### src/hw/rtl/vt52f_pkg.sv
// vt52f_pkg: shared types, character codes and column helpers for the
// vt52 escape-to-text filter; no dependencies, compiled first
`default_nettype none

package vt52f_pkg;

  // character codes
  localparam logic [7:0] ChEsc   = 8'd27;
  localparam logic [7:0] ChBs    = 8'd8;
  localparam logic [7:0] ChTab   = 8'd9;
  localparam logic [7:0] ChLf    = 8'd10;
  localparam logic [7:0] ChCr    = 8'd13;
  localparam logic [7:0] ChSpace = 8'd32;
  localparam logic [7:0] ChUpE   = 8'd69;
  localparam logic [7:0] ChUpY   = 8'd89;
  localparam logic [7:0] ChLowB  = 8'd98;
  localparam logic [7:0] ChLowC  = 8'd99;

  localparam logic [7:0] LineWidthReset = 8'd80;
  localparam logic [7:0] PosOffset      = 8'd32;

  // sequence lengths after esc
  localparam logic [1:0] SeqNone  = 2'd0;
  localparam logic [1:0] SeqShort = 2'd1;
  localparam logic [1:0] SeqArg   = 2'd2;
  localparam logic [1:0] SeqPos   = 2'd3;

  // command queue between front and back
  localparam int unsigned QDepth = 4;
  localparam int unsigned QPtrW  = $clog2(QDepth);
  localparam int unsigned QCntW  = $clog2(QDepth + 1);

  // up to three output runs caused by one input byte
  typedef struct packed {
    logic       has_nl;
    logic       has_sp;
    logic [7:0] sp_count;
    logic       has_byte;
    logic [7:0] data;
  } run_cmd_t;

  typedef struct packed {
    logic     valid;
    run_cmd_t cmd;
  } q_push_t;

  typedef struct packed {
    logic     valid;
    run_cmd_t cmd;
  } q_head_t;

  function automatic logic [7:0] sat_inc(input logic [7:0] c);
    return (c == 8'hff) ? 8'hff : c + 8'd1;
  endfunction

  function automatic logic [7:0] sat_dec(input logic [7:0] c);
    return (c == 8'h00) ? 8'h00 : c - 8'd1;
  endfunction

  // round up to the next multiple of eight, saturating at 255
  function automatic logic [7:0] tab_up(input logic [7:0] c);
    logic [8:0] v;
    v = ({1'b0, c} + 9'd8) & 9'h1f8;
    return v[8] ? 8'hff : v[7:0];
  endfunction

endpackage

`default_nettype wire

### src/hw/rtl/vt52f_stream_if.sv
// vt52f stream channels: input byte channel and output run channel
// valid/ready handshake; no dependencies
`default_nettype none

interface vt52f_in_if;
  logic       valid;
  logic       ready;
  logic [7:0] in_byte;

  modport source (output valid, output in_byte, input ready);
  modport sink   (input valid, input in_byte, output ready);
endinterface

interface vt52f_out_if;
  logic       valid;
  logic       ready;
  logic [7:0] out_byte;
  logic [7:0] repeat_count;
  logic       last_of_run;

  modport source (output valid, output out_byte, output repeat_count,
                  output last_of_run, input ready);
  modport sink   (input valid, input out_byte, input repeat_count,
                  input last_of_run, output ready);
endinterface

`default_nettype wire

### src/hw/rtl/vt52f_front.sv
// vt52f_front: accepts input bytes, tracks escape sequences and columns,
// and turns each byte into at most one run command; uses vt52f_pkg, vt52f_in_if
`default_nettype none

module vt52f_front (
  input  wire logic               clk_i,
  input  wire logic               rst_ni,
  input  wire logic               cfg_we_i,
  input  wire logic [7:0]         cfg_wdata_i,
  vt52f_in_if.sink                in_i,
  input  wire logic               q_full_i,
  output vt52f_pkg::q_push_t      push_o
);
  import vt52f_pkg::*;

  logic [7:0] line_width_q;
  logic [1:0] seq_index_q, seq_index_d;
  logic [1:0] seq_length_q, seq_length_d;
  logic       seq_pos_q, seq_pos_d;
  logic [7:0] host_col_q, host_col_d;
  logic [7:0] term_col_q, term_col_d;
  logic       nl_pend_q, nl_pend_d;

  logic       accept;
  logic [1:0] idx_n;
  logic       finish;
  logic [7:0] max_col;
  logic [7:0] pos_col;
  logic [7:0] tcol;
  logic [7:0] b;
  run_cmd_t   cmd;

  assign in_i.ready = !q_full_i;
  assign accept     = in_i.valid && in_i.ready;
  assign b          = in_i.in_byte;

  always_comb begin
    seq_index_d  = seq_index_q;
    seq_length_d = seq_length_q;
    seq_pos_d    = seq_pos_q;
    host_col_d   = host_col_q;
    term_col_d   = term_col_q;
    nl_pend_d    = nl_pend_q;
    cmd          = '0;
    idx_n        = seq_index_q + 2'd1;
    finish       = 1'b0;
    max_col      = (line_width_q == 8'd0) ? 8'd0 : line_width_q - 8'd1;
    pos_col      = (b < PosOffset) ? 8'd0 : b - PosOffset;
    if (pos_col > max_col) begin
      pos_col = max_col;
    end
    tcol         = term_col_q;

    if (seq_length_q != SeqNone) begin
      seq_index_d = idx_n;
      if (idx_n == 2'd1) begin
        if (b == ChUpE) begin
          cmd.has_nl   = 1'b1;
          cmd.sp_count = 8'd1;
          host_col_d   = 8'd0;
          finish       = 1'b1;
        end else if (b == ChLowB || b == ChLowC) begin
          seq_length_d = SeqArg;
        end else if (b == ChUpY) begin
          seq_pos_d    = 1'b1;
          seq_length_d = SeqPos;
        end else begin
          finish = 1'b1;
        end
      end else if (idx_n >= seq_length_q) begin
        finish = 1'b1;
      end
      if (finish) begin
        // cursor address: forward emits spaces, backward waits
        if (seq_pos_q) begin
          term_col_d = pos_col;
          if (pos_col > host_col_q) begin
            cmd.has_sp   = 1'b1;
            cmd.sp_count = pos_col - host_col_q;
            host_col_d   = pos_col;
          end else if (pos_col < host_col_q) begin
            nl_pend_d = 1'b1;
          end
        end
        seq_length_d = SeqNone;
        seq_pos_d    = 1'b0;
      end
    end else if (b == ChEsc) begin
      seq_pos_d    = 1'b0;
      seq_length_d = SeqShort;
      seq_index_d  = 2'd0;
    end else if (nl_pend_q && b == ChSpace) begin
      term_col_d = sat_inc(term_col_q);
    end else if (nl_pend_q && b == ChBs) begin
      term_col_d = sat_dec(term_col_q);
    end else if (nl_pend_q && b == ChTab) begin
      term_col_d = tab_up(term_col_q);
    end else begin
      if (nl_pend_q) begin
        if (b == ChCr || b == ChLf) begin
          tcol = 8'd0;
        end
        term_col_d = tcol;
        cmd.has_nl = 1'b1;
        nl_pend_d  = 1'b0;
        if (tcol != 8'd0 && tcol < line_width_q) begin
          cmd.has_sp   = 1'b1;
          cmd.sp_count = tcol;
          host_col_d   = tcol;
        end else begin
          host_col_d = 8'd0;
        end
      end
      case (b)
        ChBs:       host_col_d = sat_dec(host_col_d);
        ChTab:      host_col_d = tab_up(host_col_d);
        ChCr, ChLf: host_col_d = 8'd0;
        default:    host_col_d = sat_inc(host_col_d);
      endcase
      cmd.has_byte = 1'b1;
      cmd.data     = b;
    end
  end

  assign push_o.valid = accept && (cmd.has_nl || cmd.has_sp || cmd.has_byte);
  assign push_o.cmd   = cmd;

  always_ff @(posedge clk_i or negedge rst_ni) begin
    if (!rst_ni) begin
      line_width_q <= LineWidthReset;
      seq_index_q  <= 2'd0;
      seq_length_q <= SeqNone;
      seq_pos_q    <= 1'b0;
      host_col_q   <= 8'd0;
      term_col_q   <= 8'd0;
      nl_pend_q    <= 1'b0;
    end else begin
      if (cfg_we_i) begin
        line_width_q <= cfg_wdata_i;
      end
      if (accept) begin
        seq_index_q  <= seq_index_d;
        seq_length_q <= seq_length_d;
        seq_pos_q    <= seq_pos_d;
        host_col_q   <= host_col_d;
        term_col_q   <= term_col_d;
        nl_pend_q    <= nl_pend_d;
      end
    end
  end

endmodule

`default_nettype wire

### src/hw/rtl/vt52f_cmd_queue.sv
// vt52f_cmd_queue: small fifo of run commands between front and back
// uses vt52f_pkg
`default_nettype none

module vt52f_cmd_queue (
  input  wire logic               clk_i,
  input  wire logic               rst_ni,
  input  wire vt52f_pkg::q_push_t push_i,
  output logic                    full_o,
  output vt52f_pkg::q_head_t      head_o,
  input  wire logic               pop_i
);
  import vt52f_pkg::*;

  run_cmd_t               mem_q [QDepth];
  logic [QPtrW-1:0]       wr_ptr_q, rd_ptr_q;
  logic [QCntW-1:0]       count_q;
  logic                   do_pop;

  assign full_o      = (count_q == QCntW'(QDepth));
  assign head_o.valid = (count_q != '0);
  assign head_o.cmd   = mem_q[rd_ptr_q];
  assign do_pop       = pop_i && head_o.valid;

  always_ff @(posedge clk_i) begin
    if (push_i.valid) begin
      mem_q[wr_ptr_q] <= push_i.cmd;
    end
  end

  always_ff @(posedge clk_i or negedge rst_ni) begin
    if (!rst_ni) begin
      wr_ptr_q <= '0;
      rd_ptr_q <= '0;
      count_q  <= '0;
    end else begin
      if (push_i.valid) begin
        wr_ptr_q <= wr_ptr_q + QPtrW'(1);
      end
      if (do_pop) begin
        rd_ptr_q <= rd_ptr_q + QPtrW'(1);
      end
      case ({push_i.valid, do_pop})
        2'b10:   count_q <= count_q + QCntW'(1);
        2'b01:   count_q <= count_q - QCntW'(1);
        default: count_q <= count_q;
      endcase
    end
  end

endmodule

`default_nettype wire

### src/hw/rtl/vt52f_back.sv
// vt52f_back: plays out queued runs, one per cycle while out_o is not
// stalled, into a registered output stage; uses vt52f_pkg, vt52f_out_if
`default_nettype none

module vt52f_back (
  input  wire logic               clk_i,
  input  wire logic               rst_ni,
  input  wire vt52f_pkg::q_head_t head_i,
  output logic                    pop_o,
  vt52f_out_if.source             out_o
);
  import vt52f_pkg::*;

  logic       out_valid_q;
  logic [7:0] out_byte_q, out_cnt_q;
  logic       out_last_q;
  logic       nl_done_q, sp_done_q;

  logic       adv;
  logic       p_nl, p_sp;
  logic [7:0] sel_byte, sel_cnt;
  logic       sel_last;

  assign adv  = head_i.valid && (!out_valid_q || out_o.ready);
  assign p_nl = head_i.cmd.has_nl && !nl_done_q;
  assign p_sp = head_i.cmd.has_sp && !sp_done_q;

  // pick the first run not yet sent
  always_comb begin
    if (p_nl) begin
      sel_byte = ChLf;
      sel_cnt  = 8'd1;
      sel_last = !p_sp && !head_i.cmd.has_byte;
    end else if (p_sp) begin
      sel_byte = ChSpace;
      sel_cnt  = head_i.cmd.sp_count;
      sel_last = !head_i.cmd.has_byte;
    end else begin
      sel_byte = head_i.cmd.data;
      sel_cnt  = 8'd1;
      sel_last = 1'b1;
    end
  end

  assign pop_o = adv && sel_last;

  always_ff @(posedge clk_i) begin
    if (adv) begin
      out_byte_q <= sel_byte;
      out_cnt_q  <= sel_cnt;
      out_last_q <= sel_last;
    end
  end

  always_ff @(posedge clk_i or negedge rst_ni) begin
    if (!rst_ni) begin
      out_valid_q <= 1'b0;
      nl_done_q   <= 1'b0;
      sp_done_q   <= 1'b0;
    end else begin
      if (adv) begin
        out_valid_q <= 1'b1;
      end else if (out_o.ready) begin
        out_valid_q <= 1'b0;
      end
      if (adv) begin
        if (sel_last) begin
          nl_done_q <= 1'b0;
          sp_done_q <= 1'b0;
        end else if (p_nl) begin
          nl_done_q <= 1'b1;
        end else begin
          sp_done_q <= 1'b1;
        end
      end
    end
  end

  assign out_o.valid        = out_valid_q;
  assign out_o.out_byte     = out_byte_q;
  assign out_o.repeat_count = out_cnt_q;
  assign out_o.last_of_run  = out_last_q;

endmodule

`default_nettype wire

### src/hw/rtl/vt52_escape_to_text_filter.sv
// vt52_escape_to_text_filter: top level joining front, command queue and back
// uses vt52f_pkg, vt52f_stream_if, vt52f_front, vt52f_cmd_queue, vt52f_back
//
// Usage:
//   in_i carries one byte of a vt52 terminal stream per item (valid/ready).
//   out_o carries runs: out_byte repeated repeat_count times; last_of_run
//   marks the final run caused by one input byte. An input byte gives zero
//   to three runs: an optional newline, an optional space run, the byte.
//   cfg_we_i/cfg_wdata_i write line_width; write it only while idle.
// Path: an accepted byte's command is written into the command queue and
//   its first run is then registered into the output stage on out_o.
// Throughput: one input byte per cycle is accepted while the four-entry
//   command queue has room; the back end sends one run per cycle while
//   out_o is not stalled, so a byte takes output time for each of its runs.
// Reset: line_width returns to 80, all columns and sequence state clear,
//   the queue empties and out_o drops valid.
// Stall: a stalled receiver holds the output register; the queue fills and
//   in_i.ready drops once four commands are waiting.
`default_nettype none

module vt52_escape_to_text_filter (
  input  wire logic       clk_i,
  input  wire logic       rst_ni,
  input  wire logic       cfg_we_i,
  input  wire logic [7:0] cfg_wdata_i,
  vt52f_in_if.sink        in_i,
  vt52f_out_if.source     out_o
);
  import vt52f_pkg::*;

  q_push_t push;
  q_head_t head;
  logic    q_full;
  logic    pop;

  vt52f_front u_front (
    .clk_i       (clk_i),
    .rst_ni      (rst_ni),
    .cfg_we_i    (cfg_we_i),
    .cfg_wdata_i (cfg_wdata_i),
    .in_i        (in_i),
    .q_full_i    (q_full),
    .push_o      (push)
  );

  vt52f_cmd_queue u_queue (
    .clk_i  (clk_i),
    .rst_ni (rst_ni),
    .push_i (push),
    .full_o (q_full),
    .head_o (head),
    .pop_i  (pop)
  );

  vt52f_back u_back (
    .clk_i  (clk_i),
    .rst_ni (rst_ni),
    .head_i (head),
    .pop_o  (pop),
    .out_o  (out_o)
  );

endmodule

`default_nettype wire

### src/flat_wrapper.sv
// flat-port wrapper written by rule: the top's interface ports become plain ports
module vt52_escape_to_text_filter_flat import vt52f_pkg::*;
  (clk_i, rst_ni, cfg_we_i, cfg_wdata_i, in_i_valid, in_i_in_byte, in_i_ready, out_o_valid, out_o_out_byte, out_o_repeat_count, out_o_last_of_run, out_o_ready);
  vt52f_in_if in_i_i ();
  vt52f_out_if out_o_i ();
  input  wire logic clk_i;
  input  wire logic rst_ni;
  input  wire logic cfg_we_i;
  input  wire logic [7:0] cfg_wdata_i;
  input wire logic [$bits(in_i_i.valid)-1:0] in_i_valid;
  input wire logic [$bits(in_i_i.in_byte)-1:0] in_i_in_byte;
  output wire logic [$bits(in_i_i.ready)-1:0] in_i_ready;
  output wire logic [$bits(out_o_i.valid)-1:0] out_o_valid;
  output wire logic [$bits(out_o_i.out_byte)-1:0] out_o_out_byte;
  output wire logic [$bits(out_o_i.repeat_count)-1:0] out_o_repeat_count;
  output wire logic [$bits(out_o_i.last_of_run)-1:0] out_o_last_of_run;
  input wire logic [$bits(out_o_i.ready)-1:0] out_o_ready;
  assign in_i_i.valid = in_i_valid;
  assign in_i_i.in_byte = in_i_in_byte;
  assign in_i_ready = in_i_i.ready;
  assign out_o_valid = out_o_i.valid;
  assign out_o_out_byte = out_o_i.out_byte;
  assign out_o_repeat_count = out_o_i.repeat_count;
  assign out_o_last_of_run = out_o_i.last_of_run;
  assign out_o_i.ready = out_o_ready;
  vt52_escape_to_text_filter u_core (.clk_i(clk_i), .rst_ni(rst_ni), .cfg_we_i(cfg_we_i), .cfg_wdata_i(cfg_wdata_i), .in_i(in_i_i), .out_o(out_o_i));
endmodule
### config.mk
export PLATFORM = sky130hd
export DESIGN_NAME = vt52_escape_to_text_filter_flat
export DESIGN_NICKNAME = d
export VERILOG_FILES = /design/src/hw/rtl/vt52f_pkg.sv /design/src/hw/rtl/vt52f_stream_if.sv /design/src/hw/rtl/vt52f_front.sv /design/src/hw/rtl/vt52f_cmd_queue.sv /design/src/hw/rtl/vt52f_back.sv /design/src/hw/rtl/vt52_escape_to_text_filter.sv /design/src/flat_wrapper.sv
export SDC_FILE = /design/constraint.sdc
export NUM_CORES = 1
export LEC_CHECK = 0
export ABC_AREA = 1
export ABC_CLOCK_PERIOD_IN_PS = 16600
export BUFFER_PORTS_ARGS = -buffer_cell sky130_fd_sc_hd__clkbuf_2
export CAP_MARGIN = 20
export CORE_MARGIN = 8
export CORE_UTILIZATION = 50
export CTS_CLUSTER_DIAMETER = 200
export DETAILED_ROUTE_END_ITERATION = 10
export GPL_TIMING_DRIVEN = 0
export HOLD_SLACK_MARGIN = 0.08
export PLACE_DENSITY = 0.64
export SLEW_MARGIN = 10
export SYNTH_ARGS = -nofsm -noshare
export SYNTH_HDL_FRONTEND = slang
export SYNTH_HIERARCHICAL = 1
export SYNTH_SLANG_ARGS = --single-unit
### constraint.sdc
create_clock -name clk_i -period 16.6 [get_ports clk_i]
set_clock_uncertainty 0.2 [all_clocks]
set_input_delay 4.98 -clock clk_i [delete_from_list [all_inputs] [get_ports clk_i]]
set_output_delay 4.98 -clock clk_i [all_outputs]
set_load 0.05 [all_outputs]
[Yosys cells after proc, flatten, opt, wreduce, memory -nomap -nowiden]
Memories as Yosys holds them, arrays and structs flattened.
Cells that the tools add are included.
Cells by class
  $add $sub $neg: 14
  $mul: 0
  div/mod/pow operators: 0
  order comparisons: 6
  equal/unequal tests: 30
  shift operators: 0
  muxes and demuxes: 100
  bitwise logic cells: 1
  reduce and logical (&&, ||, !) cells: 45
Operator list (number)
  two-way mux 8 bit: 41
  two-way mux 19 bit: 4
  two-way mux 9 bit: 5
  two-way mux 1 bit: 36
  == test 8 x 4 -> 1 bit (second input constant): 4
  == test 8 x 7 -> 1 bit (second input constant): 4
  zero test 8 bit: 3
  one-hot mux 8 bit (3 select lines): 1
  subtractor 8 x 1 -> 8 bit (second input constant): 3
  two-way mux 10 bit: 2
  adder 8 x 4 -> 9 bit (second input constant): 2
  two-way mux 2 bit: 9
  adder 8 x 1 -> 8 bit (second input constant): 2
  == test 8 bit (second input constant): 2
  > comparator 8 bit: 2
  less-than comparator 8 bit: 2
  AND reduction 5 bit: 3
  logical AND 1 bit: 12
  != test 2 bit (second input constant): 6
  nonzero test 2 bit: 5
  AND reduction 9 bit: 1
  == test 8 x 5 -> 1 bit (second input constant): 1
  == test 8 x 6 -> 1 bit (second input constant): 1
  less-than comparator 8 x 6 -> 1 bit (second input constant): 1
  other kinds (24): 44
Word-level totals
  register bits: 57
  latch bits: 0
  memory bits (writable): 76
  ROM bits: 0
  input port bits: 21
  output and inout port bits: 19
  word-level logic and storage cells: 214
  memories: 1
Memory list
  u_core.u_queue.mem_q: depth 4, bits a word 19, read ports 1, clocked after Yosys merged registers in 0, write ports 1, line vt52f_cmd_queue.sv:15  | run_cmd_t mem_q [QDepth];

[Depth between registers and ports, before layout]
Gate-level depths: netlist of the first run.
  depth after elaboration: 26
  mapped depth: 40
  mapped depth without buffers: 37

[Modules after synthesis]
The synthesis of the first run kept the hierarchy.
Modules (own cells, without submodules)
  vt52f_front: instances 1, cells an instance 709, area an instance 4375.4 sq um
  vt52f_cmd_queue: instances 1, cells an instance 279, area an instance 3602.2 sq um
  vt52f_back: instances 1, cells an instance 79, area an instance 843.3 sq um

[Worst setup path after synthesis of the first run]
No wires, ideal clock.
  path type: input to register
  from: input port in_i_in_byte[5]
  to: register u_core.u_queue.count_q[2]
  setup time: 0.117 ns
  arrival time: 9.499 ns
  required time: 16.283 ns
  setup slack: 6.784 ns
  cell stages on the path: 36
  buffers on the path: 3
  cell sequence: inv_2 -> ha_1 -> or2_2 -> a21oi_1 -> ha_1 -> nand2_1 -> nor2_1 -> nand2_1 -> o211ai_1 -> o21ai_1 -> clkbuf_1 -> nand2_1 -> o21ai_0 -> ha_1 -> inv_1 -> fa_1 -> nand3_1 -> nand2_1 -> a21oi_1 -> nand2_1 -> nand3_1 -> inv_1 -> nand2_1 -> buf_2 -> nand2_1 -> o21ai_0 -> inv_1 -> buf_2 -> inv_1 -> ha_1 -> inv_1 -> fa_1 -> nand2_1 -> nand3_1 -> nand2_1 -> nand2_1
RTL lines
  from (decl): line flat_wrapper.sv:11  | input wire logic [$bits(in_i_i.in_byte)-1:0] in_i_in_byte;
  to (signal assigned): line vt52f_cmd_queue.sv:44  | 2'b10: count_q <= count_q + QCntW'(1);
  to (signal assigned): line vt52f_cmd_queue.sv:45  | 2'b01: count_q <= count_q - QCntW'(1);
  to (signal assigned): line vt52f_cmd_queue.sv:46  | default: count_q <= count_q;
  to (decl): line vt52f_cmd_queue.sv:17  | logic [QCntW-1:0] count_q;

==> impl_metrics.ini, run 1 <==
[logic_synthesis]
ys_seq_elements = 133
yosys.area.top_type_share_pct = 31.66
async_flop_share_pct = 30.08
synth_nets = 1133
synth_area_leaders = edfxtp_1 32%, dfrtp_1 11%, nand2_1 10%
yosysTopAreaCell = edfxtp_1
avgSynthCellArea_um2 = 8.267
synth-edff-count = 93
yosysWarnings = 6
synth_cell_type_count = 46
syn_inst = 1067
netlist_area_um2 = 8821
ys.flop_type = edfxtp_1
ys_seq_area_share_pct = 43.04

[critical_path]
slowest_stage = o21ai_0
rr_startpoint = u_core/u_front/line_width_q[4]
critical_path_class = input port to flop
r2r_slack_ns = 9.92
crit_path_end = u_core/u_queue/count_q[2]
r2r-end = u_core/u_queue/count_q[2]
slowest_delay_ns = 0.53
cp_common_cell = nand2_1
startpoint = in_i_in_byte[5]
arrival_ns = 10.80
cp_data_required_time_ns = 16.71
endpoint_kind = flop
cp_num_buf_inv = 10
crit_fanout = 10
crit_family = adder cells
cp.depth = 36
cp-start-kind = input port
reg2reg_depth = 38

[detailed_routing]
drcViolationCount = 0
dr.pass1.iters = 5
wire_per_inst_um = 16.07
final_antenna_net_count = 0
drt_iter0_markers = 440
vias = 7215
post_drt_via_cell_ratio = 5.290
wirelength_mm = 21.92

[global_route]
grt_pass1_wl_mm = 35.44
grt_max_degree = 22
grt_overflow = 0
antenna_found_initial = 0
grt_pass1_vias = 6907
grt_use_total_pct = 20.34

[finish]
nFillCells = 1595
multi_input_area_um2 = 4167
seqCellArea_um2 = 3796
drive_above_1_share_pct = 16.33
fin_util_pct = 57.18
syn2layout_area_growth_pct = 12.11
final_nets = 1192
num_antenna_cells = 0

[min_path]
hold_class = flop to flop
worstHoldPathCells = 2

[sta]
setup-tns-final_ns = 0
finalHoldViolations = 0
fin_crit_sh_pct = 64.38
slew_viol_final = 0
worst-slew-pin-transition_ns = 1.180
grt_setup_unrepaired = false
whs_ns = 0.2829
slew_headroom_pct = 20.52
clock.fmax_mhz = 93.57
period_needed_ns = 10.69
setup-violations-final = 0

[clock_tree]
clk_transition_reported_paths_ns = 0.06
hold_buffers = 0
cts_root_buf = clkbuf_16
insertion_delay_ns = 0.42
cts_setup_buffers = 0
cts.sinks = 133
clockBufferDepth = 2
cts_tree = yes
ctsResizeCount = 0
htree_levels = 4
numCtsBuffers = 17

[pwr]
clkPwrFrac_pct = 19.1
power_leakage_nw = 4.702
internal_power_mw = 1.005
p_comb_share_pct = 53.3
power_switching_uw = 914.6
finalPower_mw = 1.920
seq_power_share_pct = 27.6
p_per_area_nw_per_um2 = 194.1
p_sw_share_pct = 47.64
ir_worst_vdd_mv = 0.1295

[run]
drv_cap = 0

[floorplanning]
die-area_um2 = 22150
die_h_um = 148.8
core.rowCount = 48
pin_count = 40
die_w_um = 148.8
start_util_pct = 51.00
core_area_um2 = 17300

[placed_design]
gp_congestion = 0.9387
dp_hpwl_mm = 16.66
io_buffers = 39

[status]
status = finished clean
-- worst min-delay path, cell delays in order, from the launching register on --
cell	delay (ns)
dfrtp_1	0.35
nand2_1	0.06
nand2_1	0.05
-- per-stage QoR --
stage | std cells | area [um2] | worst slack [ns]
3_3_place_gp | 1331 | 9298 | 5.577
3_5_place_dp | 1332 | 9318 | 5.508
4_1_cts | 1364 | 9889 | 5.963
5_1_grt | 1364 | 9889 | 5.429
6_report | 1364 | 9889 | 5.913
2_1_floorplan | 1067 | 8821 | 6.784
-- routing by layer --
layer  track usage, %  wire length [um]  vias up
met5                0                 0        -
met4            7.320               395        0
met3            3.004               857       25
met2            35.07             10760      160
met1            25.47              9900     3371
li1                 -                 -     3659
-- cells by family (layout without fill, tap and decap cells) --
family	after synthesis	in the layout	synth area share, %
fa+ha+maj	45	45	6.553
simple gates	465	465	23.93
compound gates	191	191	14.87
xor+xnor	19	19	1.887
flops	133	133	43.04
buf+inv	214	286	9.730
-- state kept, by name, summed over array words and instances, names as in the netlist, 3 cells and up --
name                              count
u_core/u_queue/mem_q                 76
u_core/u_back/out_o.out_byte          8
u_core/u_back/out_o.repeat_count      8
u_core/u_front/host_col_q             8
u_core/u_front/line_width_q           8
u_core/u_front/term_col_q             8
u_core/u_queue/count_q                3
-- layout by cell type, fill, tap and decap left out, types with 29 or more instances in the layout --
cell type	synthesis	layout
nand2_1	245	245
a21oi_1	36	36
nand3_1	48	48
o21ai_0	59	59
ha_1	43	43
nor2_1	93	93
dfrtp_1	38	38
clkbuf_2	1	40
o211ai_2	29	29
edfxtp_1	93	93
inv_1	171	171
-- power groups by stage --
stage                     combinational, mW  sequential (mW)  clock [mW]
after floorplan                       0.706            0.603           0
after global placement                 1.00            0.533           0
after detailed placement               1.02            0.535           0
after CTS                              1.02            0.530       0.372
after global routing                   1.15            0.540       0.385
final                                  1.02            0.530       0.367
-- worst min path at each step --
stage / from / endpoint / slack [ns]
final: u_core/u_queue/count_q[2] / u_core/u_queue/count_q[2] / 0.28
after global routing: u_core/u_queue/count_q[2] / u_core/u_queue/count_q[2] / 0.30
after global placement: u_core/u_queue/count_q[2] / u_core/u_queue/count_q[2] / 0.26
after CTS: u_core/u_queue/count_q[2] / u_core/u_queue/count_q[2] / 0.28
after detailed placement: u_core/u_queue/count_q[2] / u_core/u_queue/count_q[2] / 0.27
after floorplan: u_core/u_queue/count_q[2] / u_core/u_queue/count_q[2] / 0.24
-- layout make-up --
class                      count  share of cell area, %
buffer                        30                  1.695
clock buffer                  17                  4.302
clock inverter                15                  1.480
inverter                     184                  6.984
multi-input combinational    720                  42.13
sequential                   133                  38.39
tap                          225                  2.847
timing repair buffer          40                  2.176
-- cell usage after synthesis (2+ instances only) --
cell type / instances
dfrtp_1: 38
nor2_4: 5
o21bai_1: 2
o21ai_0: 59
nand2_4: 8
nand2_1: 245
o211ai_2: 29
dfstp_2: 2
o21a_1: 6
a21oi_1: 36
nand4_2: 4
nor2_2: 9
nor4_1: 2
inv_1: 171
a31oi_1: 9
nand4_1: 15
o31ai_1: 3
a21oi_2: 4
fa_1: 2
buf_2: 13
nor3_1: 12
xor2_1: 16
edfxtp_1: 93
or2_2: 2
xnor2_1: 3
o21ai_1: 6
nor2_1: 93
a211oi_1: 2
clkbuf_1: 11
o211ai_1: 21
nand2_2: 17
nand3_2: 2
inv_2: 12
o22ai_1: 10
nand3_1: 48
ha_1: 43
buf_6: 5
Note: power is estimated with default switching activity, not from simulation.
==> run 2, diff against run 1 <==
--- a/config.mk
+++ b/config.mk
@@ -6,7 +6,7 @@
 export NUM_CORES = 1
 export LEC_CHECK = 0
 export ABC_AREA = 1
-export ABC_CLOCK_PERIOD_IN_PS = 16600
+export ABC_CLOCK_PERIOD_IN_PS = 9070
 export BUFFER_PORTS_ARGS = -buffer_cell sky130_fd_sc_hd__clkbuf_2
 export CAP_MARGIN = 20
 export CORE_MARGIN = 8
@@ -15,7 +15,7 @@
 export DETAILED_ROUTE_END_ITERATION = 10
 export GPL_TIMING_DRIVEN = 0
 export HOLD_SLACK_MARGIN = 0.08
-export PLACE_DENSITY = 0.64
+export PLACE_DENSITY = 0.67
 export SLEW_MARGIN = 10
 export SYNTH_ARGS = -nofsm -noshare
 export SYNTH_HDL_FRONTEND = slang
==> constraint.sdc (replaced) <==
create_clock -name clk_i -period 9.07 [get_ports clk_i]
set_clock_uncertainty 0.2 [all_clocks]
set_input_delay 2.721 -clock clk_i [delete_from_list [all_inputs] [get_ports clk_i]]
set_output_delay 2.721 -clock clk_i [all_outputs]
set_load 0.05 [all_outputs]
==> run 2 against run 1 <==
- worst setup slack got worse by 5.2 ns
- combinational power rose by 83%
- utilization rose by 0.051 points
- hold slack improved by 0.021 ns
- clock power rose by 85%
- flip-flop and latch count did not move
- total power rose by 83%
- final area barely moved
==> impl_metrics.ini, run 2 (same netlist as run 1, synthesis figures left out) <==
[status]
status = finished clean

[finish]
final_cells = 1364
syn2layout_area_growth_pct = 12.21
most-common-layout-cells = 245 x nand2_1, 171 x inv_1, 93 x nor2_1, 93 x edfxtp_1, 59 x o21ai_0
fin_util_pct = 57.23
final_common_cell = nand2_1
final_nets = 1192
regMostFlops = u_core/u_queue/mem_q
largest_register_ffs = 76
drive_above_1_share_pct = 16.33
nFillCells = 1585
num_antenna_cells = 0

[critical_path]
slowest_stage = o21ai_0
critical_path_class = input port to flop
cp_common_cell = nand2_1
arrival_ns = 8.49
slowest_delay_ns = 0.52
cp_data_required_time_ns = 9.18
endpoint_kind = flop
crit_fanout = 10
cp-start-kind = input port

[floorplanning]
pin_count = 40
die-area_um2 = 22150
start_util_pct = 51.00
die_w_um = 148.8
core_area_um2 = 17300
core.rowCount = 48
die_h_um = 148.8

[pwr]
p_sw_share_pct = 47.57
ir_worst_vdd_mv = 0.2185
p_comb_share_pct = 53.1
internal_power_mw = 1.846
seq_power_share_pct = 27.5
power_switching_mw = 1.675
clkPwrFrac_pct = 19.3
p_per_area_nw_per_um2 = 355.6
power_leakage_nw = 4.708

[sta]
finalHoldViolations = 0
slew_viol_final = 0
clock.fmax_mhz = 119.3
slew_headroom_pct = 28.79
grt_setup_unrepaired = false
fin_crit_sh_pct = 92.44
worst-slew-pin-transition_ns = 1.057
period_needed_ns = 8.384
setup-violations-final = 0
setup-tns-final_ns = 0

[placed_design]
dp_hpwl_mm = 16.17
io_buffers = 39
gp_congestion = 0.9502
post-place-cells = 1332

[clock_tree]
cts_root_buf = clkbuf_16
numCtsBuffers = 17
clk_transition_reported_paths_ns = 0.06
htree_levels = 4
hold_buffers = 0
cts_setup_buffers = 0
cts.sinks = 133
cts_tree = yes
insertion_delay_ns = 0.42
ctsResizeCount = 0
clockBufferDepth = 2

[detailed_routing]
wl_met1_mm = 9.289
met3_length_mm = 1.206
wirelength_mm = 21.35
routed.top_layer = met4
post_drt_via_cell_ratio = 5.304
vias = 7234
wire_per_inst_um = 15.66
dr.pass1.iters = 8
drt_iter0_markers = 466
final_antenna_net_count = 0
drcViolationCount = 0
dr_wl_met2_mm = 10.29

[global_route]
grt_max_degree = 22
grt_overflow = 0
grt_pass1_vias = 6968
grt_pass1_wl_mm = 35.16
antenna_found_initial = 0
grt_use_total_pct = 19.94

[min_path]
hold_class = flop to flop

[run]
drv_cap = 0
## run 2: layout make-up
class | count | area [um2] | area share [%]
plain buffers | 30 | 167.7 | 1.694
clock buffers | 17 | 425.4 | 4.298
clock inverters | 15 | 155.1 | 1.567
inverters | 184 | 690.7 | 6.978
multi-input cells | 720 | 4167 | 42.09
flip-flops and latches | 133 | 3796 | 38.35
well taps | 225 | 281.5 | 2.844
repair buffers | 40 | 215.2 | 2.174
## run 2: worst max-delay path, delay by kind of cell
family / cells / cell delay (ns)
buffers and inverters: 10 / 1.19
and+or+nand+nor: 14 / 1.45
adders and majority gates: 6 / 1.60
AOI/OAI and AO/OA: 6 / 1.50
## run 2: power by group through the flow
stage	Sequential [mW]	Clock, mW	Combinational [mW]
2_1_floorplan	1.10	0	1.29
3_3_place_gp	0.975	0	1.82
3_5_place_dp	0.980	0	1.85
4_1_cts	0.969	0.694	1.86
5_1_grt	0.989	0.716	2.09
6_report	0.970	0.680	1.87
## run 2: worst paths after layout
path,from,to,slack [ns],cells after the start
worst max-delay path,in_i_in_byte[5],u_core/u_queue/count_q[2],0.69,36
worst min-delay path,u_core/u_back/out_o.valid,u_core/u_back/out_o.valid,0.30,2
worst max register to register,u_core/u_front/line_width_q[4],u_core/u_queue/count_q[2],2.54,38
worst min register to register,u_core/u_back/out_o.valid,u_core/u_back/out_o.valid,0.30,2
max in group asynchronous,rst_ni,u_core/u_front/seq_index_q[1],6.05,2
min in group asynchronous,rst_ni,u_core/u_queue/count_q[0],2.08,1
## run 2: per-layer routing
metal | vias up | GRT usage (%)
li1 | 3665 | -
met1 | 3298 | 24.52
met2 | 230 | 34.00
met3 | 41 | 3.641
met4 | 0 | 8.026
met5 | - | 0
## run 2: per-stage QoR
step / worst slack [ns] / area, um2 / power, mW / hold WS (ns)
floorplan: 1.513 / 8821 / 2.394 / 0.2417
global placement: 0.3461 / 9298 / 2.800 / 0.2599
detailed placement: 0.2449 / 9318 / 2.830 / 0.2934
CTS: 0.6939 / 9898 / 3.525 / 0.3101
global route: 0.1408 / 9898 / 3.793 / 0.3215
finish: 0.6858 / 9898 / 3.520 / 0.3040
==> run 3, diff against run 2 <==
--- a/config.mk
+++ b/config.mk
@@ -10,12 +10,13 @@
 export BUFFER_PORTS_ARGS = -buffer_cell sky130_fd_sc_hd__clkbuf_2
 export CAP_MARGIN = 20
 export CORE_MARGIN = 8
-export CORE_UTILIZATION = 50
+export CORE_UTILIZATION = 30
 export CTS_CLUSTER_DIAMETER = 200
+export CTS_CLUSTER_SIZE = 30
 export DETAILED_ROUTE_END_ITERATION = 10
 export GPL_TIMING_DRIVEN = 0
 export HOLD_SLACK_MARGIN = 0.08
-export PLACE_DENSITY = 0.67
+export PLACE_DENSITY = 0.43
 export SLEW_MARGIN = 10
 export SYNTH_ARGS = -nofsm -noshare
 export SYNTH_HDL_FRONTEND = slang
==> run 3 against run 2 <==
- routed wire length up 15%
- sequential power down 0.4%
- clock-buffer cell count unchanged
- global-route usage down 5.7 points
- flip-flop and latch count unchanged
- sequential share of layout area down 0.79 points
- clock power up 5.1%
- register-to-register slack worse by 0.09 ns
- worst setup slack worse by 0.064 ns
- combinational power up 2%
- critical path type unchanged
- highest routed layer unchanged
==> impl_metrics.ini, run 3 (same netlist as run 1, synthesis figures left out) <==
[finish]
fin_util_pct = 35.02
seqCellArea_um2 = 3796
most-common-layout-cells = 245 x nand2_1, 171 x inv_1, 93 x nor2_1, 93 x edfxtp_1, 58 x o21ai_0
num_antenna_cells = 0
drive_above_1_share_pct = 16.51
nFillCells = 3068
largest_register_ffs = 76
final_common_cell = nand2_1
multi_input_area_um2 = 4167
regMostFlops = u_core/u_queue/mem_q
syn2layout_area_growth_pct = 14.58
final_cells = 1523
finalInstanceArea_um2 = 10110
final_nets = 1192

[placed_design]
gp_congestion = 0.8549
post-place-cells = 1491
dpl_worst_slack_ns = 0.1229
io_buffers = 39
placed_cell_area_um2 = 9507
dp_hpwl_mm = 18.45

[detailed_routing]
wirelength_mm = 24.65
wire_per_inst_um = 16.19
drt_iter0_markers = 416
post_drt_via_cell_ratio = 4.647
final_antenna_net_count = 0
vias = 7078
drcViolationCount = 0
dr.pass1.iters = 5

[clock_tree]
clockBufferDepth = 2
cts_tree = yes
htree_levels = 4
insertion_delay_ns = 0.42
numCtsBuffers = 17
cts_root_buf = clkbuf_16
cts.sinks = 133
clk_transition_reported_paths_ns = 0.07

[critical_path]
slowest_stage = o21ai_0
r2r_slack_ns = 2.45
reg2reg_depth = 35
cp_data_required_time_ns = 9.19
slowest_delay_ns = 0.71
crit_family = compound AO/OA/AOI/OAI gates
r2r-end = u_core/u_queue/count_q[2]
cp_num_buf_inv = 9
cp.depth = 34
cp_common_cell = nand2_1
critical_path_class = input port to flop
arrival_ns = 8.56
endpoint_kind = flop
crit_fanout = 10
rr_startpoint = u_core/u_front/line_width_q[0]
cp-start-kind = input port

[min_path]
worstHoldPathCells = 2
hold_class = flop to flop
hold_path_startpoint = u_core/u_queue/count_q[2]
hold_end = u_core/u_queue/count_q[2]

[sta]
clock.fmax_mhz = 118.4
slew_viol_final = 0
fin_crit_sh_pct = 93.15
setup-violations-final = 0
setup-tns-final_ns = 0
whs_ns = 0.2766
period_needed_ns = 8.448
grt_setup_unrepaired = false
finalHoldViolations = 0
worst-slew-pin-transition_ns = 1.060
slew_headroom_pct = 28.62
finalWorstSetupSlack_ns = 0.6216

[floorplanning]
die-area_um2 = 35150
die_w_um = 187.5
start_util_pct = 30.57
core_area_um2 = 28860
pin_count = 40
core.rowCount = 62
die_h_um = 187.5

[pwr]
ir_worst_vdd_mv = 0.1474
power_leakage_nw = 4.706
p_per_area_nw_per_um2 = 355.5
finalPower_mw = 3.594

[global_route]
grt_pass1_wl_mm = 40.05
grt_max_degree = 41
grt_pass1_vias = 7154
grt_overflow = 0
antenna_found_initial = 0
grt_use_total_pct = 14.26

[status]
status = finished clean

[run]
drv_cap = 0
## run 3: changes by cell type in the layout (fill, tap and decap cells not counted), sizes merged
cell	previous run	this run
clkinvlp	0	3
clkinv	4	2
inv	194	193
## run 3: how the worst max path moves through the flow
stage                                      endpoint            start  slack, ns
after global placement    u_core/u_queue/count_q[2]  in_i_in_byte[5]       0.15
after floorplan           u_core/u_queue/count_q[2]  in_i_in_byte[5]       1.51
final                     u_core/u_queue/count_q[2]  in_i_in_byte[5]       0.62
after global routing      u_core/u_queue/count_q[2]  in_i_in_byte[5]       0.09
after CTS                 u_core/u_queue/count_q[2]  in_i_in_byte[5]       0.57
after detailed placement  u_core/u_queue/count_q[2]  in_i_in_byte[5]       0.12
## run 3: power breakdown
group	switching [mW]	total (mW)	internal [mW]
combinational	1.34	1.91	0.574
sequential	0.0823	0.966	0.884
clock	0.319	0.715	0.396
## run 3: routing by layer
| metal | GRT usage, % | share of wire (%) |
|---|---|---|
| met5 | 0 | 0 |
| met4 | 3.242 | 0.62 |
| met3 | 2.013 | 3.3 |
| met2 | 24.70 | 49 |
| met1 | 18.52 | 47 |
## run 3: tightest hold or removal path, stage by stage, from the launching register on
cell and delay, ns:
dfrtp_1 0.35, nand2_1 0.05, nand2_1 0.04
## run 3: area by class of cell
class	instances	share of cell area [%]
buffer	30	1.671
clock buffer	17	4.209
clock inverter	15	1.721
inverter	184	6.833
multi-input combinational	720	41.22
sequential	133	37.56
tap	384	4.754
timing repair buffer	40	2.030
## run 3: what timing repair did
| action | CTS | global route |
|---|---|---|
| hold buffers | 0 | 0 |
| gates resized for setup | 0 | 3 |
| setup buffers | 0 | 0 |
| endpoints found under the setup margin | 0 | 1 |
